### src/sv/sump_command_capture_engine_defines.svh
// assertion macros shared by the capture engine modules
`ifndef SUMP_COMMAND_CAPTURE_ENGINE_DEFINES_SVH
`define SUMP_COMMAND_CAPTURE_ENGINE_DEFINES_SVH
`ifndef ASSERT_OFF
// same-cycle implication
`define SCE_ASSERT_IMP(lbl, clk, rst_n, ante, cons) \
    lbl: assert property (@(posedge clk) disable iff (!rst_n) (ante) |-> (cons)) \
        else $error("sce assertion failed");
// next-cycle implication
`define SCE_ASSERT_NXT(lbl, clk, rst_n, ante, cons) \
    lbl: assert property (@(posedge clk) disable iff (!rst_n) (ante) |=> (cons)) \
        else $error("sce assertion failed");
`else
`define SCE_ASSERT_IMP(lbl, clk, rst_n, ante, cons)
`define SCE_ASSERT_NXT(lbl, clk, rst_n, ante, cons)
`endif
`endif

### src/sv/sce_pkg.sv
// shared types, constants and reply tables of the capture engine
package sce_pkg;

    localparam int DEF_BUFFER_BYTES = 4096;
    localparam int DEF_CLOCK_SCALE  = 12;
    localparam int SYSTEM_MHZ       = 48;
    localparam int PROBE_COUNT      = 8;
    localparam int RESET_RUN_LIMIT  = 5;
    localparam int ID_LEN           = 4;
    localparam int META_LEN         = 27;
    localparam int QUEUE_DEPTH      = 4;

    // host command bytes
    localparam logic [7:0] OPC_RESET      = 8'h00;
    localparam logic [7:0] OPC_ARM        = 8'h01;
    localparam logic [7:0] OPC_ID         = 8'h02;
    localparam logic [7:0] OPC_META       = 8'h04;
    localparam logic [7:0] OPC_DIVIDER    = 8'h80;
    localparam logic [7:0] OPC_LENGTH     = 8'h81;
    localparam logic [7:0] OPC_TRIG_MASK  = 8'hC0;
    localparam logic [7:0] OPC_TRIG_VALUE = 8'hC1;

    typedef enum logic [1:0] {
        OP_CMD   = 2'd0,
        OP_TICK  = 2'd1,
        OP_DRAIN = 2'd2,
        OP_NONE  = 2'd3
    } op_t;

    typedef enum logic [3:0] {
        MODE_IDLE    = 4'b0001,
        MODE_WAIT    = 4'b0010,
        MODE_CAPTURE = 4'b0100,
        MODE_DONE    = 4'b1000
    } mode_t;

    typedef enum logic [1:0] {
        JOB_ID      = 2'd0,
        JOB_META    = 2'd1,
        JOB_CAPTURE = 2'd2
    } job_kind_t;

    typedef struct packed {
        job_kind_t kind;
        logic      last;
    } job_ctrl_t;

    function automatic logic [7:0] id_byte(input logic [1:0] idx);
        logic [7:0] b;
        case (idx)
            2'd0:    b = 8'h31;
            2'd1:    b = 8'h41;
            2'd2:    b = 8'h4C;
            default: b = 8'h53;
        endcase
        return b;
    endfunction

    function automatic logic [7:0] meta_byte(input logic [4:0] idx,
                                             input logic [31:0] buf_bytes,
                                             input logic [31:0] rate);
        logic [7:0] b;
        case (idx)
            5'd0:    b = 8'h01;
            5'd1:    b = 8'h4D;
            5'd2:    b = 8'h43;
            5'd3:    b = 8'h48;
            5'd4:    b = 8'h43;
            5'd5:    b = 8'h4B;
            5'd6:    b = 8'h00;
            5'd7:    b = 8'h02;
            5'd8:    b = 8'h30;
            5'd9:    b = 8'h2E;
            5'd10:   b = 8'h31;
            5'd11:   b = 8'h00;
            5'd12:   b = 8'h21;
            5'd13:   b = buf_bytes[31:24];
            5'd14:   b = buf_bytes[23:16];
            5'd15:   b = buf_bytes[15:8];
            5'd16:   b = buf_bytes[7:0];
            5'd17:   b = 8'h23;
            5'd18:   b = rate[31:24];
            5'd19:   b = rate[23:16];
            5'd20:   b = rate[15:8];
            5'd21:   b = rate[7:0];
            5'd22:   b = 8'h40;
            5'd23:   b = 8'(PROBE_COUNT);
            5'd24:   b = 8'h41;
            5'd25:   b = 8'h02;
            default: b = 8'h00;
        endcase
        return b;
    endfunction

endpackage

### src/sv/sce_job_fifo.sv
// short job queue between the command front and the reply back
`include "sump_command_capture_engine_defines.svh"
module sce_job_fifo
    import sce_pkg::*;
#(
    parameter int WIDTH = 8,
    parameter int DEPTH = QUEUE_DEPTH
) (
    input  logic             clk,
    input  logic             rst_n,
    input  logic             push,
    input  logic [WIDTH-1:0] push_data,
    input  logic             pop,
    output logic [WIDTH-1:0] head,
    output logic             full,
    output logic             empty
);

    localparam int PTR_W = (DEPTH > 1) ? $clog2(DEPTH) : 1;
    localparam int CNT_W = $clog2(DEPTH + 1);

    logic [WIDTH-1:0] slot_reg [DEPTH];
    logic [PTR_W-1:0] wr_ptr_reg, wr_ptr_next;
    logic [PTR_W-1:0] rd_ptr_reg, rd_ptr_next;
    logic [CNT_W-1:0] count_reg, count_next;

    assign full  = (count_reg == CNT_W'(DEPTH));
    assign empty = (count_reg == '0);
    assign head  = slot_reg[rd_ptr_reg];

    always_comb
    begin
        wr_ptr_next = wr_ptr_reg;
        rd_ptr_next = rd_ptr_reg;
        count_next  = count_reg;
        if (push)
        begin
            wr_ptr_next = (wr_ptr_reg == PTR_W'(DEPTH - 1)) ? '0 : wr_ptr_reg + PTR_W'(1);
        end
        if (pop)
        begin
            rd_ptr_next = (rd_ptr_reg == PTR_W'(DEPTH - 1)) ? '0 : rd_ptr_reg + PTR_W'(1);
        end
        if (push && !pop)
        begin
            count_next = count_reg + CNT_W'(1);
        end
        else if (pop && !push)
        begin
            count_next = count_reg - CNT_W'(1);
        end
    end

    always_ff @(posedge clk or negedge rst_n)
    begin
        if (!rst_n)
        begin
            wr_ptr_reg <= '0;
            rd_ptr_reg <= '0;
            count_reg  <= '0;
        end
        else
        begin
            wr_ptr_reg <= wr_ptr_next;
            rd_ptr_reg <= rd_ptr_next;
            count_reg  <= count_next;
        end
    end

    always_ff @(posedge clk)
    begin
        if (push)
        begin
            slot_reg[wr_ptr_reg] <= push_data;
        end
    end

    `SCE_ASSERT_IMP(a_no_overflow, clk, rst_n, push, !full)
    `SCE_ASSERT_IMP(a_no_underflow, clk, rst_n, pop, !empty)

endmodule

### config.mk
export PLATFORM = sky130hd
export DESIGN_NAME = sce_job_fifo
export DESIGN_NICKNAME = d
export VERILOG_FILES = /design/src/sv/sce_pkg.sv /design/src/sv/sce_job_fifo.sv
export VERILOG_INCLUDE_DIRS = /design/src /design/src/sv
export SDC_FILE = /design/constraint.sdc
export NUM_CORES = 1
export LEC_CHECK = 0
export BUFFER_PORTS_ARGS = -buffer_cell sky130_fd_sc_hd__buf_2
export CAP_MARGIN = 20
export CORE_MARGIN = 1.5
export CORE_UTILIZATION = 26
export CTS_BUF_LIST = sky130_fd_sc_hd__clkbuf_8
export DETAILED_ROUTE_END_ITERATION = 8
export SLEW_MARGIN = 20
export SYNTH_ARGS = -nofsm -noshare
export SYNTH_HDL_FRONTEND = slang
export SYNTH_SLANG_ARGS = --single-unit
### constraint.sdc
create_clock -name clk -period 1.23 [get_ports clk]
set_input_delay 0.0615 -clock clk [delete_from_list [all_inputs] [get_ports clk]]
set_output_delay 0.0615 -clock clk [all_outputs]
set_load 0.03 [all_outputs]
Word-level counts from Yosys, hierarchy flattened
Memories as Yosys holds them, arrays and structs flattened.
Cells that the tools add are included.
{"block": "word_totals", "register_bits": 7, "latch_bits": 0, "ram_bits": 32, "mem_bits_ro": 0, "in_bits": 12, "output_inout_bits": 10, "word_cells": 23, "n_memories": 1}
{"memory": "slot_reg", "words": 4, "word_bits": 8, "rd": 1, "rd_clocked_by_memory_dff": 0, "wr": 1, "line": "sce_job_fifo.sv:22", "source": "logic [WIDTH-1:0] slot_reg [DEPTH];"}
{"block": "classes", "addsub": 4, "multipliers": 0, "n_div": 0, "magnitude_cmp": 0, "eq_ne": 3, "shift": 0, "mux": 6, "bitwise_logic": 0, "reduce_logical": 6}
{"operator": "$mux W3", "n": 2}
{"operator": "$add A2 B1 Y2 const B", "n": 2}
{"operator": "$eq A2 B2 Y1 const B", "n": 2}
{"operator": "$mux W2", "n": 2}
{"operator": "$add A3 B1 Y3 const B", "n": 1}
{"operator": "$eq A3 B3 Y1 const B", "n": 1}
{"operator": "$logic_not A3 Y1", "n": 1}
{"operator": "$sub A3 B1 Y3 const B", "n": 1}
{"operator": "$logic_and A1 B1 Y1", "n": 2}
{"operator": "$logic_not A1 Y1", "n": 2}
{"operator": "$mux W1", "n": 2}
{"operator": "$reduce_bool A2 Y1", "n": 1}

Depth between registers and ports, before layout
{"block": "logic_depth", "depth_word": 4, "depth_mapped": 7, "mapped_depth_nobuf": 7}

Least setup slack after synthesis
No wires, ideal clock.
{"block": "synth_timing", "path_type": "register to register", "startpoint": "register count_reg[0]", "endpoint": "register count_reg[2]", "setup_time_ns": 0.079, "arrival_ns": 1.216, "required_ns": 1.151, "setup_slack_ns": -0.065, "path_stages_with_launch": 5, "n_path_buf": 0, "synth_period_minus_slack_ns": 1.295, "cell_sequence": "dfrtp_1 -> fa_1 -> xor2_1 -> nor2_1 -> xor2_1"}
{"block": "synth_between", "elab_chain_cells": 3, "word_cells_on_any_way": 4, "cone_classes": "add/sub (2); mux (2)"}
{"element": "start, declared", "line": "sce_job_fifo.sv:25", "source": "logic [CNT_W-1:0] count_reg, count_next;"}
{"element": "start signal, assigned", "line": "sce_job_fifo.sv:66", "source": "count_reg <= count_next;"}
{"element": "$sub A3 B1 Y3", "line": "sce_job_fifo.sv:50", "source": "count_next = count_reg - CNT_W'(1);"}
{"element": "$mux W3", "line": "sce_job_fifo.sv:48", "source": "else if (pop && !push)"}
{"element": "$mux W3 *", "line": "sce_job_fifo.sv:44", "source": "if (push && !pop)"}
Every way passes the cells marked *; elsewhere a longest branch is shown, timed or not. The select of a mux whose other input is x is not followed.
A chain may end at the register's enable or synchronous reset.

Worst setup path in the final report
{"block": "layout_timing", "startpoint": "register rd_ptr_reg[0]", "endpoint": "output head[3]"}
{"block": "layout_between", "elab_chain_cells": 1}
{"element": "start, declared", "line": "sce_job_fifo.sv:24", "source": "logic [PTR_W-1:0] rd_ptr_reg, rd_ptr_next;"}
{"element": "start signal, assigned", "line": "sce_job_fifo.sv:65", "source": "rd_ptr_reg <= rd_ptr_next;"}
{"element": "$mem_v2 Z4 W8"}
{"element": "end, declared", "line": "sce_job_fifo.sv:14", "source": "output logic [WIDTH-1:0] head,"}
Every way passes these cells.

==> results.txt <==
run status: finished, violations left
failing checks: negative setup slack
via count: 879
sequential share of the synthesized area: 72.4%
cell chain of the critical path: buf_6 -> mux4_2 -> buf_6
Max Root-Sink Buffers: 2
Root Buffer: clkbuf_8
dominant cell type by area after synthesis: edfxtp_1
Multi-input gate area: 482 um^2
Post-DP HPWL: 2.00 mm
first-pass GRT wire length: 4.40 mm
Worst path top cell family by delay: multiplexers
number of flip-flops in the largest register: 32
Core Rows: 28
drt via density: 4.33
Synth top cells by count: edfxtp_1 (32), mux4_2 (8), dfrtp_1 (7), ha_1 (6), inv_1 (5)
Clk Latency, worst-skew pair: 0.29 ns
Avg WL per Cell: 14.7 um
Worst Path Buf+Inv: 2
peak supply drop: 0.00134 V
R2R Path End: count_reg[2]$_DFFE_PN0P_
CTS tree: done
n_diodes: 0
clk slew on worst S/H paths: 0.09 ns
Synth Flop Type: edfxtp_1
Final Skew: 0.0172 ns
nature of the critical path endpoint: output port
setup TNS: -2.85 ns
Mapped Area: 1570 um^2
Placed Area: 1880 um^2
ys async rst share: 17.9%
final setup margin: -0.353 ns
final cell count without fillers: 203
Min Clock Period, post-route: 1.58 ns
final hold viol count: 0
TritonCTS Buffers: 5
Min-Delay Endpoint: slot_reg[2][3]$_DFFE_PP_
syn_nets: 98
leakage power: 0.839 nW
Crit path largest cell delay: 0.52 ns
Post-synth EDFFs: 32
DRC errors left: 0
Reg2Reg Launch Point: count_reg[1]$_DFFE_PN0P_
Worst R2R Setup Slack: -0.10 ns
starting density of the core: 26.7%
Die X: 80.7 um
total clock sinks: 39
die span in y: 80.7 um
gr usage total: 9.53%
Design Power: 5.55 mW
synthesized area per cell: 19.9 um^2
Min-Delay Path Depth: 1
most frequent cell after synthesis: edfxtp_1
Arr. time, crit path: 1.52 ns
synth unique cells: 18
Top-Level Pins: 22
CP most frequent cell: buf_6
Design Area, Final: 2240 um^2
H-Tree Depth: 2
Post-Route WL: 2.97 mm
number of synthesized register bits: 39
Area contributors post-synth: edfxtp_1 (61%), mux4_2 (11%), dfrtp_1 (11%)
largest net degree at the start of global routing: 14
Slew HR: 84.9%
Slew Limit Fails: 0
share of layout cells above drive strength 1: 53.9%
Buffers on Ports: 21
Max Fclk: 632 MHz
Layout area overhead: 42.6%
Tcrit/Tclk final: 129%
total congestion overflow: 0
RSZ-0062 raised after global routing: yes
Max-cap violations: 0
die footprint: 6510 um^2
yosys synthesis warning count: 0
Place WS: -0.169 ns
worst hold start: push_data[3]
crit path kind: flop to output port
Max FO, Critical Path: 6
Inst Count DP: 185
CP Launch Type: flop
RePlAce Congestion: 0.686
core region area: 5890 um^2
vias in the first global route: 905
WP data required: 1.17 ns
Least-Margin Pin Slew: 0.227 ns
HP Class: input port to flop
Syn Inst Count: 79
fillers: 531
top-area cell type share of the netlist area: 61.2%
Sequential Area: 1140 um^2
Final ANT Viol Nets: 0
critical path's slowest cell: mux4_2
Register-to-Register Path Depth: 4
Finish-stage setup viols: 11
PwrDens: 2480 nW/um^2
Nets: 146
initial antenna violation count: 0
Pre-Repair DR Iteration Count: 4
Initial DRC Count: 49
-- kinds of logic after synthesis --
group / synth area share, %
and+or+nand+nor: 3.43
adders and majority gates: 6.06
buffers and inverters: 2.23
muxes: 13.6
DFF: 72.4
AOI/OAI and AO/OA: 0.637
xor gates and xnor gates: 1.67
-- report_power, final --
part           leakage (nW)  internal [mW]  total [mW]  switching, mW
Sequential            0.375           1.74        1.93          0.183
Combinational         0.396           1.23        2.39           1.16
Clock                0.0687          0.810        1.23          0.421
Total                 0.839           3.78        5.55           1.77
-- worst reg2reg max path, stage by stage, from the launching register on --
cell and delay, ns:
dfrtp_1 0.43, fa_2 0.37, xor2_1 0.15, nor2_1 0.14
xor2_1 0.17
-- layout by cell type (no fill, tap or decap), drive strengths merged --
master,netlist,layout
edfxtp,32,32
mux2,3,3
clkbuf,0,5
ha,6,6
mux4,8,8
bufinv,0,2
inv,5,6
xnor2,1,1
dlygate4sd3,0,8
xor2,2,2
nand2,1,1
nor3b,1,1
dfrtp,7,7
buf,2,35
fa,1,1
and2,4,4
nor2,2,2
nor3,1,1
nand3,1,1
o21ai,2,2
-- metal layers --
| metal | vias to the layer above | share of wire [%] | track usage (%) |
|---|---|---|---|
| li1 | 395 | - | - |
| met1 | 443 | 34 | 9.68 |
| met2 | 33 | 58 | 17.8 |
| met3 | 8 | 6.1 | 2.73 |
| met4 | 0 | 1.5 | 4.48 |
| met5 | - | 0 | 0 |
-- cell type report --
cell class	instances	area share [%]
clock buffers	5	3.07
clock inverters	3	2.96
inverters	5	0.950
multi-input cells	33	21.5
flip-flops and latches	39	50.9
well taps	75	4.19
repair buffers	43	16.4
-- worst max-delay path by stage --
stage	from	cells after the start	slack, ns	to
after detailed placement	pop	8	-0.17	count_reg[2]$_DFFE_PN0P_
after floorplan	count_reg[1]$_DFFE_PN0P_	1	0.006	full
after global placement	wr_ptr_reg[0]$_DFFE_PN0P_	2	-0.05	slot_reg[3][1]$_DFFE_PP_
after CTS	rd_ptr_reg[0]$_DFFE_PN0P_	3	-0.37	head[3]
final	rd_ptr_reg[0]$_DFFE_PN0P_	3	-0.35	head[3]
after global routing	rd_ptr_reg[0]$_DFFE_PN0P_	3	-0.41	head[3]
-- repair_timing --
action | in CTS | in global routing
endpoints found under the hold margin | 33 | 0
hold buffers | 8 | 0
pin swaps | 5 | 0
buffers inserted | 2 | 4
endpoints found under the setup margin | 44 | 45
gates resized for setup | 33 | 13
-- metrics by stage --
step           hold WS [ns]  utilization, %
6_report             0.0105            38.0
2_1_floorplan        -0.234               -
3_3_place_gp        -0.0996            32.0
4_1_cts            0.000615            37.8
3_5_place_dp        -0.0926            32.0
5_1_grt             0.00107            38.0
Power figures use the tool's default switching activity.
