--- src/sv/sump_command_capture_engine_defines.svh ---
// assertion macros shared by the capture engine modules
`ifndef SUMP_COMMAND_CAPTURE_ENGINE_DEFINES_SVH
`define SUMP_COMMAND_CAPTURE_ENGINE_DEFINES_SVH
`ifndef ASSERT_OFF
// same-cycle implication
`define SCE_ASSERT_IMP(lbl, clk, rst_n, ante, cons) \
    lbl: assert property (@(posedge clk) disable iff (!rst_n) (ante) |-> (cons)) \
        else $error("sce assertion failed");
// next-cycle implication
`define SCE_ASSERT_NXT(lbl, clk, rst_n, ante, cons) \
    lbl: assert property (@(posedge clk) disable iff (!rst_n) (ante) |=> (cons)) \
        else $error("sce assertion failed");
`else
`define SCE_ASSERT_IMP(lbl, clk, rst_n, ante, cons)
`define SCE_ASSERT_NXT(lbl, clk, rst_n, ante, cons)
`endif
`endif

--- src/sv/sce_pkg.sv ---
// shared types, constants and reply tables of the capture engine
package sce_pkg;

    localparam int DEF_BUFFER_BYTES = 4096;
    localparam int DEF_CLOCK_SCALE  = 12;
    localparam int SYSTEM_MHZ       = 48;
    localparam int PROBE_COUNT      = 8;
    localparam int RESET_RUN_LIMIT  = 5;
    localparam int ID_LEN           = 4;
    localparam int META_LEN         = 27;
    localparam int QUEUE_DEPTH      = 4;

    // host command bytes
    localparam logic [7:0] OPC_RESET      = 8'h00;
    localparam logic [7:0] OPC_ARM        = 8'h01;
    localparam logic [7:0] OPC_ID         = 8'h02;
    localparam logic [7:0] OPC_META       = 8'h04;
    localparam logic [7:0] OPC_DIVIDER    = 8'h80;
    localparam logic [7:0] OPC_LENGTH     = 8'h81;
    localparam logic [7:0] OPC_TRIG_MASK  = 8'hC0;
    localparam logic [7:0] OPC_TRIG_VALUE = 8'hC1;

    typedef enum logic [1:0] {
        OP_CMD   = 2'd0,
        OP_TICK  = 2'd1,
        OP_DRAIN = 2'd2,
        OP_NONE  = 2'd3
    } op_t;

    typedef enum logic [3:0] {
        MODE_IDLE    = 4'b0001,
        MODE_WAIT    = 4'b0010,
        MODE_CAPTURE = 4'b0100,
        MODE_DONE    = 4'b1000
    } mode_t;

    typedef enum logic [1:0] {
        JOB_ID      = 2'd0,
        JOB_META    = 2'd1,
        JOB_CAPTURE = 2'd2
    } job_kind_t;

    typedef struct packed {
        job_kind_t kind;
        logic      last;
    } job_ctrl_t;

    function automatic logic [7:0] id_byte(input logic [1:0] idx);
        logic [7:0] b;
        case (idx)
            2'd0:    b = 8'h31;
            2'd1:    b = 8'h41;
            2'd2:    b = 8'h4C;
            default: b = 8'h53;
        endcase
        return b;
    endfunction

    function automatic logic [7:0] meta_byte(input logic [4:0] idx,
                                             input logic [31:0] buf_bytes,
                                             input logic [31:0] rate);
        logic [7:0] b;
        case (idx)
            5'd0:    b = 8'h01;
            5'd1:    b = 8'h4D;
            5'd2:    b = 8'h43;
            5'd3:    b = 8'h48;
            5'd4:    b = 8'h43;
            5'd5:    b = 8'h4B;
            5'd6:    b = 8'h00;
            5'd7:    b = 8'h02;
            5'd8:    b = 8'h30;
            5'd9:    b = 8'h2E;
            5'd10:   b = 8'h31;
            5'd11:   b = 8'h00;
            5'd12:   b = 8'h21;
            5'd13:   b = buf_bytes[31:24];
            5'd14:   b = buf_bytes[23:16];
            5'd15:   b = buf_bytes[15:8];
            5'd16:   b = buf_bytes[7:0];
            5'd17:   b = 8'h23;
            5'd18:   b = rate[31:24];
            5'd19:   b = rate[23:16];
            5'd20:   b = rate[15:8];
            5'd21:   b = rate[7:0];
            5'd22:   b = 8'h40;
            5'd23:   b = 8'(PROBE_COUNT);
            5'd24:   b = 8'h41;
            5'd25:   b = 8'h02;
            default: b = 8'h00;
        endcase
        return b;
    endfunction

endpackage

--- src/sv/sce_if.sv ---
// valid/ready channel interfaces for commands and reply bytes
interface sce_cmd_if;
    logic        valid;
    logic        ready;
    logic [1:0]  operation;
    logic [7:0]  opcode;
    logic [31:0] argument;
    logic [7:0]  probe_byte;

    modport source (output valid, output operation, output opcode, output argument,
                    output probe_byte, input ready);
    modport sink (input valid, input operation, input opcode, input argument,
                  input probe_byte, output ready);
endinterface


--- src/sv/sce_front.sv ---
// command front: accepts items, decodes commands, runs capture control
`include "sump_command_capture_engine_defines.svh"
module sce_front
    import sce_pkg::*;
#(
    parameter int BUFFER_BYTES = DEF_BUFFER_BYTES,
    parameter int CLOCK_SCALE  = DEF_CLOCK_SCALE
) (
    input  logic                            clk,
    input  logic                            rst_n,
    sce_cmd_if.sink                         cmd,
    input  logic                            job_room,
    input  logic                            queue_empty,
    output logic                            job_push,
    output job_ctrl_t                       job_ctrl,
    output logic [$clog2(BUFFER_BYTES)-1:0] job_addr,
    output logic                            wr_en,
    output logic [$clog2(BUFFER_BYTES)-1:0] wr_addr,
    output logic [7:0]                      wr_data
);

    localparam int ADDR_W    = $clog2(BUFFER_BYTES);
    localparam int POS_W     = $clog2(BUFFER_BYTES + 1);
    localparam int PERIOD_W  = 16 + $clog2(CLOCK_SCALE + 1);
    localparam int DEN_RAW   = SYSTEM_MHZ * 100 / CLOCK_SCALE;
    localparam int DEN       = (DEN_RAW == 0) ? 1 : DEN_RAW;
    localparam int DEN_W     = $clog2(DEN + 1);
    localparam int X_W       = 25;
    localparam int DIV_SHIFT = 25;
    localparam int RECIP_W   = 26;
    localparam int RECIP     = (1 << DIV_SHIFT) / DEN;

    mode_t                mode_reg, mode_next;
    logic [2:0]           reset_run_reg, reset_run_next;
    logic [7:0]           trig_mask_reg, trig_mask_next;
    logic [7:0]           trig_value_reg, trig_value_next;
    logic [15:0]          rate_div_reg, rate_div_next;
    logic [POS_W-1:0]     cap_len_reg, cap_len_next;
    logic [POS_W-1:0]     wp_reg, wp_next;
    logic [POS_W-1:0]     rp_reg, rp_next;
    logic [PERIOD_W-1:0]  tick_reg, tick_next;
    logic                 div_pend_reg, div_pend_next;
    logic [X_W-1:0]       div_x_reg, div_x_next;
    logic [X_W-1:0]       div_q0_reg, div_q0_next;

    op_t                  op;
    logic                 accept;
    logic                 is_arm;
    logic                 is_reply;
    logic                 drain_hit;
    logic                 trig_hit;
    logic [X_W-1:0]       div_x;
    logic [X_W+RECIP_W-1:0] div_prod;
    logic [X_W+DEN_W-1:0] div_back;
    logic [X_W-1:0]       div_rem;
    logic [X_W-1:0]       div_q;
    logic [16:0]          len_plus;
    logic [18:0]          len_bytes;
    logic [PERIOD_W-1:0]  period;
    logic [PERIOD_W-1:0]  tick_inc;
    logic [POS_W-1:0]     wp_new;

    assign op        = op_t'(cmd.operation);
    assign is_arm    = (op == OP_CMD) && (cmd.opcode == OPC_ARM);
    assign is_reply  = (op == OP_CMD) && ((cmd.opcode == OPC_ID) || (cmd.opcode == OPC_META));
    assign drain_hit = (op == OP_DRAIN) && (mode_reg == MODE_DONE) && (rp_reg < wp_reg);
    assign trig_hit  = |((~(cmd.probe_byte ^ trig_value_reg)) & trig_mask_reg);

    // arm waits for queued dumps so their entries are read before any rewrite
    assign cmd.ready = !div_pend_reg
                     && (!(is_reply || drain_hit) || job_room)
                     && (!is_arm || queue_empty);
    assign accept    = cmd.valid && cmd.ready;

    // divider by reciprocal: first estimate, then one correction step
    assign div_x    = {1'b0, cmd.argument[23:0]} + X_W'(1);
    assign div_prod = {{RECIP_W{1'b0}}, div_x} * {{X_W{1'b0}}, RECIP_W'(RECIP)};
    assign div_back = {{DEN_W{1'b0}}, div_q0_reg} * {{X_W{1'b0}}, DEN_W'(DEN)};
    assign div_rem  = div_x_reg - div_back[X_W-1:0];
    assign div_q    = div_q0_reg + ((div_rem >= X_W'(DEN)) ? X_W'(1) : X_W'(0));

    assign len_plus  = {1'b0, cmd.argument[15:0]} + 17'd1;
    assign len_bytes = {len_plus, 2'b00};

    assign period   = PERIOD_W'(rate_div_reg) * PERIOD_W'(CLOCK_SCALE);
    assign tick_inc = tick_reg + PERIOD_W'(1);

    assign wr_addr  = wp_reg[ADDR_W-1:0];
    assign wr_data  = cmd.probe_byte;
    assign job_addr = rp_reg[ADDR_W-1:0];

    always_comb
    begin
        mode_next       = mode_reg;
        reset_run_next  = reset_run_reg;
        trig_mask_next  = trig_mask_reg;
        trig_value_next = trig_value_reg;
        rate_div_next   = rate_div_reg;
        cap_len_next    = cap_len_reg;
        wp_next         = wp_reg;
        rp_next         = rp_reg;
        tick_next       = tick_reg;
        div_pend_next   = 1'b0;
        div_x_next      = div_x_reg;
        div_q0_next     = div_q0_reg;
        wp_new          = wp_reg;
        wr_en           = 1'b0;
        job_push        = 1'b0;
        job_ctrl.kind   = JOB_CAPTURE;
        job_ctrl.last   = 1'b0;

        if (div_pend_reg)
        begin
            if (div_q > X_W'(16'hFFFF))
            begin
                rate_div_next = 16'hFFFF;
            end
            else if (div_q == '0)
            begin
                rate_div_next = 16'd1;
            end
            else
            begin
                rate_div_next = div_q[15:0];
            end
        end

        if (accept)
        begin
            case (op)
                OP_CMD:
                begin
                    if (cmd.opcode == OPC_RESET)
                    begin
                        if (reset_run_reg == 3'(RESET_RUN_LIMIT - 1))
                        begin
                            mode_next       = MODE_IDLE;
                            reset_run_next  = '0;
                            trig_mask_next  = '0;
                            trig_value_next = '0;
                            rate_div_next   = 16'd1;
                            cap_len_next    = POS_W'(BUFFER_BYTES);
                            wp_next         = '0;
                            rp_next         = '0;
                            tick_next       = '0;
                        end
                        else
                        begin
                            reset_run_next = reset_run_reg + 3'd1;
                        end
                    end
                    else
                    begin
                        reset_run_next = '0;
                        case (cmd.opcode)
                            OPC_ARM:
                            begin
                                if (trig_mask_reg != '0)
                                begin
                                    mode_next = MODE_WAIT;
                                end
                                else
                                begin
                                    mode_next = MODE_CAPTURE;
                                    wp_next   = '0;
                                    rp_next   = '0;
                                    tick_next = '0;
                                end
                            end
                            OPC_ID:
                            begin
                                job_push      = 1'b1;
                                job_ctrl.kind = JOB_ID;
                            end
                            OPC_META:
                            begin
                                job_push      = 1'b1;
                                job_ctrl.kind = JOB_META;
                            end
                            OPC_TRIG_MASK:  trig_mask_next  = cmd.argument[7:0];
                            OPC_TRIG_VALUE: trig_value_next = cmd.argument[7:0];
                            OPC_DIVIDER:
                            begin
                                div_pend_next = 1'b1;
                                div_x_next    = div_x;
                                div_q0_next   = div_prod[DIV_SHIFT +: X_W];
                            end
                            OPC_LENGTH:
                            begin
                                if (len_bytes > 19'(BUFFER_BYTES))
                                begin
                                    cap_len_next = POS_W'(BUFFER_BYTES);
                                end
                                else
                                begin
                                    cap_len_next = POS_W'(len_bytes);
                                end
                            end
                            default:
                            begin
                            end
                        endcase
                    end
                end
                OP_TICK:
                begin
                    if (mode_reg == MODE_WAIT)
                    begin
                        if (trig_hit)
                        begin
                            mode_next = MODE_CAPTURE;
                            wp_next   = '0;
                            rp_next   = '0;
                            tick_next = '0;
                        end
                    end
                    else if (mode_reg == MODE_CAPTURE)
                    begin
                        if ((wp_reg < cap_len_reg) && (tick_reg == '0))
                        begin
                            wr_en  = 1'b1;
                            wp_new = wp_reg + POS_W'(1);
                        end
                        wp_next   = wp_new;
                        tick_next = (tick_inc >= period) ? '0 : tick_inc;
                        if (wp_new >= cap_len_reg)
                        begin
                            mode_next = MODE_DONE;
                            rp_next   = '0;
                        end
                    end
                end
                OP_DRAIN:
                begin
                    if (drain_hit)
                    begin
                        job_push      = 1'b1;
                        job_ctrl.kind = JOB_CAPTURE;
                        job_ctrl.last = ((rp_reg + POS_W'(1)) == wp_reg);
                        rp_next       = rp_reg + POS_W'(1);
                    end
                end
                default:
                begin
                end
            endcase
        end
    end

    always_ff @(posedge clk or negedge rst_n)
    begin
        if (!rst_n)
        begin
            mode_reg       <= MODE_IDLE;
            reset_run_reg  <= '0;
            trig_mask_reg  <= '0;
            trig_value_reg <= '0;
            rate_div_reg   <= 16'd1;
            cap_len_reg    <= POS_W'(BUFFER_BYTES);
            wp_reg         <= '0;
            rp_reg         <= '0;
            tick_reg       <= '0;
            div_pend_reg   <= 1'b0;
        end
        else
        begin
            mode_reg       <= mode_next;
            reset_run_reg  <= reset_run_next;
            trig_mask_reg  <= trig_mask_next;
            trig_value_reg <= trig_value_next;
            rate_div_reg   <= rate_div_next;
            cap_len_reg    <= cap_len_next;
            wp_reg         <= wp_next;
            rp_reg         <= rp_next;
            tick_reg       <= tick_next;
            div_pend_reg   <= div_pend_next;
        end
    end

    always_ff @(posedge clk)
    begin
        div_x_reg  <= div_x_next;
        div_q0_reg <= div_q0_next;
    end

    `SCE_ASSERT_IMP(a_drain_in_range, clk, rst_n, mode_reg == MODE_DONE, rp_reg <= wp_reg)
    `SCE_ASSERT_NXT(a_div_one_cycle, clk, rst_n, div_pend_reg, !div_pend_reg)

endmodule

--- src/flat_wrapper.sv ---
// flat-port wrapper written by rule: the top's interface ports become plain ports
module sce_front_flat import sce_pkg::*;
#(
    parameter int BUFFER_BYTES = DEF_BUFFER_BYTES,
    parameter int CLOCK_SCALE  = DEF_CLOCK_SCALE
)
  (clk, rst_n, job_room, queue_empty, job_push, job_ctrl, job_addr, wr_en, wr_addr, wr_data, cmd_valid, cmd_operation, cmd_opcode, cmd_argument, cmd_probe_byte, cmd_ready);
  sce_cmd_if cmd_i ();
  input  logic clk;
  input  logic rst_n;
  input  logic job_room;
  input  logic queue_empty;
  output logic job_push;
  output job_ctrl_t job_ctrl;
  output logic [$clog2(BUFFER_BYTES)-1:0] job_addr;
  output logic wr_en;
  output logic [$clog2(BUFFER_BYTES)-1:0] wr_addr;
  output logic [7:0] wr_data;
  input wire logic [$bits(cmd_i.valid)-1:0] cmd_valid;
  input wire logic [$bits(cmd_i.operation)-1:0] cmd_operation;
  input wire logic [$bits(cmd_i.opcode)-1:0] cmd_opcode;
  input wire logic [$bits(cmd_i.argument)-1:0] cmd_argument;
  input wire logic [$bits(cmd_i.probe_byte)-1:0] cmd_probe_byte;
  output wire logic [$bits(cmd_i.ready)-1:0] cmd_ready;
  assign cmd_i.valid = cmd_valid;
  assign cmd_i.operation = cmd_operation;
  assign cmd_i.opcode = cmd_opcode;
  assign cmd_i.argument = cmd_argument;
  assign cmd_i.probe_byte = cmd_probe_byte;
  assign cmd_ready = cmd_i.ready;
  sce_front #(.BUFFER_BYTES(BUFFER_BYTES), .CLOCK_SCALE(CLOCK_SCALE)) u_core (.clk(clk), .rst_n(rst_n), .cmd(cmd_i), .job_room(job_room), .queue_empty(queue_empty), .job_push(job_push), .job_ctrl(job_ctrl), .job_addr(job_addr), .wr_en(wr_en), .wr_addr(wr_addr), .wr_data(wr_data));
endmodule
--- config.mk ---
export PLATFORM = sky130hd
export DESIGN_NAME = sce_front_flat
export DESIGN_NICKNAME = d
export VERILOG_FILES = /design/src/sv/sce_pkg.sv /design/src/sv/sce_if.sv /design/src/sv/sce_front.sv /design/src/flat_wrapper.sv
export VERILOG_INCLUDE_DIRS = /design/src /design/src/sv
export SDC_FILE = /design/constraint.sdc
export NUM_CORES = 1
export LEC_CHECK = 0
export BUFFER_PORTS_ARGS = -buffer_cell sky130_fd_sc_hd__clkbuf_2
export CAP_MARGIN = 15
export CORE_MARGIN = 1
export CORE_UTILIZATION = 55
export CTS_CLUSTER_SIZE = 28
export DETAILED_ROUTE_END_ITERATION = 7
export HOLD_SLACK_MARGIN = 0.06
export MAX_ROUTING_LAYER = met4
export PLACE_DENSITY = 0.77
export SYNTH_ARGS = -nofsm -noshare
export SYNTH_HDL_FRONTEND = slang
export SYNTH_SLANG_ARGS = --single-unit
--- constraint.sdc ---
create_clock -name clk -period 8.8 [get_ports clk]
set_clock_uncertainty 0.2 [all_clocks]
set_input_delay 1.32 -clock clk [delete_from_list [all_inputs] [get_ports clk]]
set_output_delay 1.32 -clock clk [all_outputs]
set_load 0.02 [all_outputs]
# Word-level counts from Yosys, hierarchy flattened
# Index checks and enable logic that the tools add are counted.
# Widths: inputs -> output; s select.
# word_totals
out_inout_bits,38
ramBits,0
latch_bits,0
mem_count,0
inputBits,55
mem_bits_ro,0
reg_bits,141
# classes
bitwise,4
order_cmp,7
shift,0
n_reduce_logical,35
mux,75
n_addsub,8
mul,3
div_mod_pow,0
eq_ne,22
# ops
operator,count
$mux 13,20
$mux 20,8
$mux 16,7
$mul 25x16->41 const B,1
$mux 8,5
$pmux 20 s2,1
$pmux 13 s3,1
$eq 8x8->1 const B,4
$mux 4,7
$add 13x1->13 const B,2
$lt 13x13->1,2
$pmux 13 s2,1
$add 17x25->25,1
$add 24x1->25 const B,1
$ge 25x9->1 const B,1
$gt 25x16->1 const B,1
$logic_not 25->1,1
$sub 25x25->25,1
$mul 17x5->21 const B,1
$add 20x1->20 const B,1
$ge 20x20->1,1
$logic_not 20->1,1
$gt 19x13->1 const B,1
$mul 16x2->18 const B,1
other kinds (42),83

# Longest topological paths before layout
# depth
depth_word,15
mapped_depth,37

# Worst setup path before layout
# No wires, ideal clock.
# synth_timing
path_type,input-to-reg
from,input port cmd_argument[0]
to,register u_core.div_q0_reg[11] (data pin)
n_path_buf,0
cell_stages,28
t_arrival_ns,7.676
slack_ns,0.666
cell_sequence,ha_1 -> inv_1 -> nor2_1 -> nand2_1 -> xnor2_1 -> inv_1 -> fa_1 -> inv_1 -> ha_1 -> inv_1 -> fa_1 -> inv_1 -> fa_1 -> inv_1 -> fa_1 -> inv_1 -> fa_1 -> ha_1 -> o21a_1 -> a21oi_1 -> a21oi_1 -> o31a_1 -> a41o_1 -> a31oi_1 -> nor2b_1 -> o21ai_0 -> nand2b_1 -> xor2_1
# synth_via
elab_chain_cells,2
# synth_lines
element,line,source
"start, declared",flat_wrapper.sv:22,input wire logic [$bits(cmd_i.argument)-1:0] cmd_argument;
$add 24x1->25,sce_front.sv:76,"assign div_x = {1'b0, cmd.argument[23:0]} + X_W'(1);"
named net u_core.div_x[10],sce_front.sv:52,logic [X_W-1:0] div_x;
$mul 25x16->41,sce_front.sv:77,"assign div_prod = {{RECIP_W{1'b0}}, div_x} * {{X_W{1'b0}}, RECIP_W'(RECIP)};"
named net u_core.div_prod[36],sce_front.sv:53,logic [X_W+RECIP_W-1:0] div_prod;
"end signal, assigned",sce_front.sv:283,div_q0_reg <= div_q0_next;
"end, declared",sce_front.sv:44,"logic [X_W-1:0] div_q0_reg, div_q0_next;"
# The timed path passes the listed nets, and every way through them passes these cells.
# A chain may end at the register's enable or synchronous reset.

# Worst setup path after layout
# layout_timing
from,input port cmd_argument[5]
to,register u_core.div_q0_reg[11] (data pin)
# The elaborated chain is that of the path after synthesis.

==> metrics <==
crit path DAT between 8000 and 9000 ps; later-pin clock latency in the skew report around 430 ps; Post-Synthesis Cell Area ~19000 sq um; failing checks DRC; hold-fix buffer count after cts 0; EDFF count, synth 38; filler instances 2836; drt pass-1 iters 7; Clk pin slew, worst setup/hold paths roughly 60 ps; switching power 0.00264 W; CTS Buffer Depth 2; Max-cap violations 0; Netlist cell types 76; CTS root buf clkbuf_16; hold path start u_core.cap_len_reg[6]; all-layer global routing usage 0.272; Pwr Total approximately 0.0056 W; Die X between 150 and 200 um; top cell type by total area after synthesis ha_1; Internal between 0.002 and 0.003 W; Flop pwr share 0.140; Vias 15000; CTS resizes 0; Period minus WS final 8520 ps; pwr/cell area between 200 and 300 nW/um^2; CP max FO 5; DP Wirelength ~38000 um; Tcrit/Tclk final 0.968; Cells after Synth a little over 2000; top cell type's share of synthesized area 0.230; IO Pins a little over 90; layout cell share with drive strength beyond 1 0.0974; post-route setup TNS 0 ps; post-synthesis sequential area ratio 0.184; antenna viol nets, final 0; Die H ~190 um; Post-Syn Nets about 2600; Switching Share 0.469; clk sinks between 100 and 150; Vias/cell a little under 6; register area about 3600 sq um; area delta synth->final 8.14%; clock share of power 0.123; Die ar. approximately 36000 sq um; pins over their slew limit 0; final setup violation count 0; Rel. slew slack 0.211; Wirelength per Cell between 15 and 20 um; min-delay worst type reg -> reg; ranking of synthesized cells by area ha_1, fa_1, dfrtp_1; Critical Path Start cmd_argument[5]; Synth Flop Type dfrtp_1; gr ovfl total 0; first-pass GRT wire length 76000 um; DRT Wirelength roughly 46000 um; Placer Congestion between 0.9 and 1; footprint of the multi-input gates roughly 14000 sq um; WS Path Type in -> reg; CTS tree yes; H-tree levels 4; Worst setup SP type primary input; syn avg cell area roughly 9.6 sq um; Least-Margin Pin Slew between 1000 and 1500 ps; Leak between 10 and 15 nW; Req. time, crit path a little under 9000 ps; initial antenna violation count 1; Largest register FFs 21; maximum vdd ir drop 0.612 mV; starting density of the core 0.560; ys async rst share 0.719; Syn. warnings 0; row count 68; Initial DRC Count around 950; Hold Vio Cnt, Final 0; logic gate share of total power 0.737; largest net degree at the start of global routing 78; FF+latch count, synth 135; Inserted Clock Buffers 17; status finished with violations; setup bufs post-CTS 0; r2r startpoint u_core.div_q0_reg[1]; Fmax achieved between 0.1 and 0.15 GHz; port bufs 84; RSZ-0062 raised after global routing false; Final nets 2698; vias in the first global route 15500; Remaining DRCs 2; total core area between 30000 and 40000 sq um; crit end category flip-flop
-- through the flow --
step | worst slack (ps) | std cells | instance area, sq um | hold WS (ps) | util
after floorplan | 666 | 2016 | 19400 | 250 | -
after global placement | 120 | 2539 | 20400 | 264 | 0.589
after detailed placement | -16.1 | 2539 | 20400 | 279 | 0.589
after CTS | 387 | 2570 | 21000 | 297 | 0.605
after global routing | 47.0 | 2571 | 21000 | 318 | 0.605
final | 279 | 2571 | 21000 | 294 | 0.605
-- final timing paths --
kind                                           to  slack [ps]  cells past startpoint
max                         u_core.div_q0_reg[11]         280                     25
min                         u_core.cap_len_reg[6]         290                      2
min in group asynchronous  u_core.rate_div_reg[9]         580                      1
max in group asynchronous  u_core.cap_len_reg[11]        6520                      2
max reg2reg                u_core.rate_div_reg[0]         580                     33
min reg2reg                 u_core.cap_len_reg[6]         290                      2
-- synthesized netlist by cell type (10+ instances only) --
library cell,instances
a211oi_1,16
nor3_1,26
xor2_1,62
nor2_1,109
clkbuf_1,23
ha_1,356
fa_1,184
or3_1,12
o41ai_1,15
a22o_1,12
nor2b_1,16
buf_4,33
nand2_1,113
a21oi_1,71
nor4_1,18
o21a_1,19
a311oi_1,11
xnor2_1,88
dfrtp_1,94
and3_1,30
nand2b_1,13
nand4_1,22
nand3_1,51
a31oi_1,10
o21bai_1,13
a21o_1,24
edfxtp_1,38
o41ai_2,10
o21ai_0,92
inv_1,300
-- metal layers --
metal / vias to the layer above / wire length (um) / GRT usage
met5: - / 0 / -
met4: 0 / 801 / 0.0673
met3: 68 / 2020 / 0.0275
met2: 381 / 23200 / 0.474
met1: 7408 / 19700 / 0.338
li1: 7115 / - / -
-- layout by cell type, fill, tap and decap left out, types with 5 or more instances in the layout --
cell type and n:
clkbuf_2 83, ha_1 356, nand2b_1 13, nor4_1 18, a31oi_1 10, o21a_1 19, a211oi_1 16, nor2b_1 16
or4_1 5, and2_1 7, mux2_2 8, xnor2_1 88, xor2_1 62, a21oi_1 71, clkbuf_16 18, or2_2 6
fa_1 184, o21bai_1 13, edfxtp_1 38, and3_1 30, nor2_1 109, a211o_1 6, o21ai_0 92, or3_1 12
o41ai_2 10, o31ai_1 9, o2111ai_1 5, nand4_1 22, inv_1 300, nand3_1 51, a21o_1 24, buf_4 52
nor3_1 24, nand2_1 113, nor3b_1 6, dfrtp_1 94, o41ai_1 15, a22o_1 12, a311oi_1 11
-- cell type report --
| class | instances | area share |
|---|---|---|
| tap | 455 | 0.0272 |
| inverter | 300 | 0.0537 |
| sequential | 135 | 0.170 |
| multi-input combinational | 1513 | 0.682 |
| antenna | 1 | 0.000119 |
| clock inverter | 11 | 0.00460 |
| clock buffer | 20 | 0.0228 |
| timing repair buffer | 136 | 0.0394 |
-- power by group through the flow --
stage               Sequential [W]  Combinational (W)  Clock (W)
finish                    0.000789            0.00415   0.000693
floorplan                 0.000792            0.00289          0
global route              0.000791            0.00464   0.000729
CTS                       0.000788            0.00410   0.000701
global placement          0.000798            0.00388          0
detailed placement        0.000800            0.00406          0
-- critical path, cell delays in order --
cell,delay [ps]
clkbuf_2,150
and3_1,220
and3_1,310
nand2_1,190
nor2_1,200
buf_4,170
xor2_1,380
inv_1,300
fa_1,600
inv_1,40
ha_1,300
fa_1,480
fa_1,520
fa_1,520
fa_1,540
ha_1,370
a21oi_1,300
o21ai_0,140
o31a_1,310
a41o_1,300
a31oi_1,220
nor2b_1,80
o21ai_0,250
nand2b_1,110
xor2_1,150
-- cells by family after synthesis --
| family | after synthesis | share of synthesized area |
|---|---|---|
| multiplexers | 11 | 0.00620 |
| XOR/XNOR | 150 | 0.0678 |
| AO/OA/AOI/OAI | 361 | 0.129 |
| adder cells (fa/ha/maj) | 540 | 0.420 |
| flip-flops | 135 | 0.184 |
| AND/OR/NAND/NOR | 451 | 0.114 |
| buffers and inverters | 368 | 0.0789 |
(Power assumes the default switching activity.)
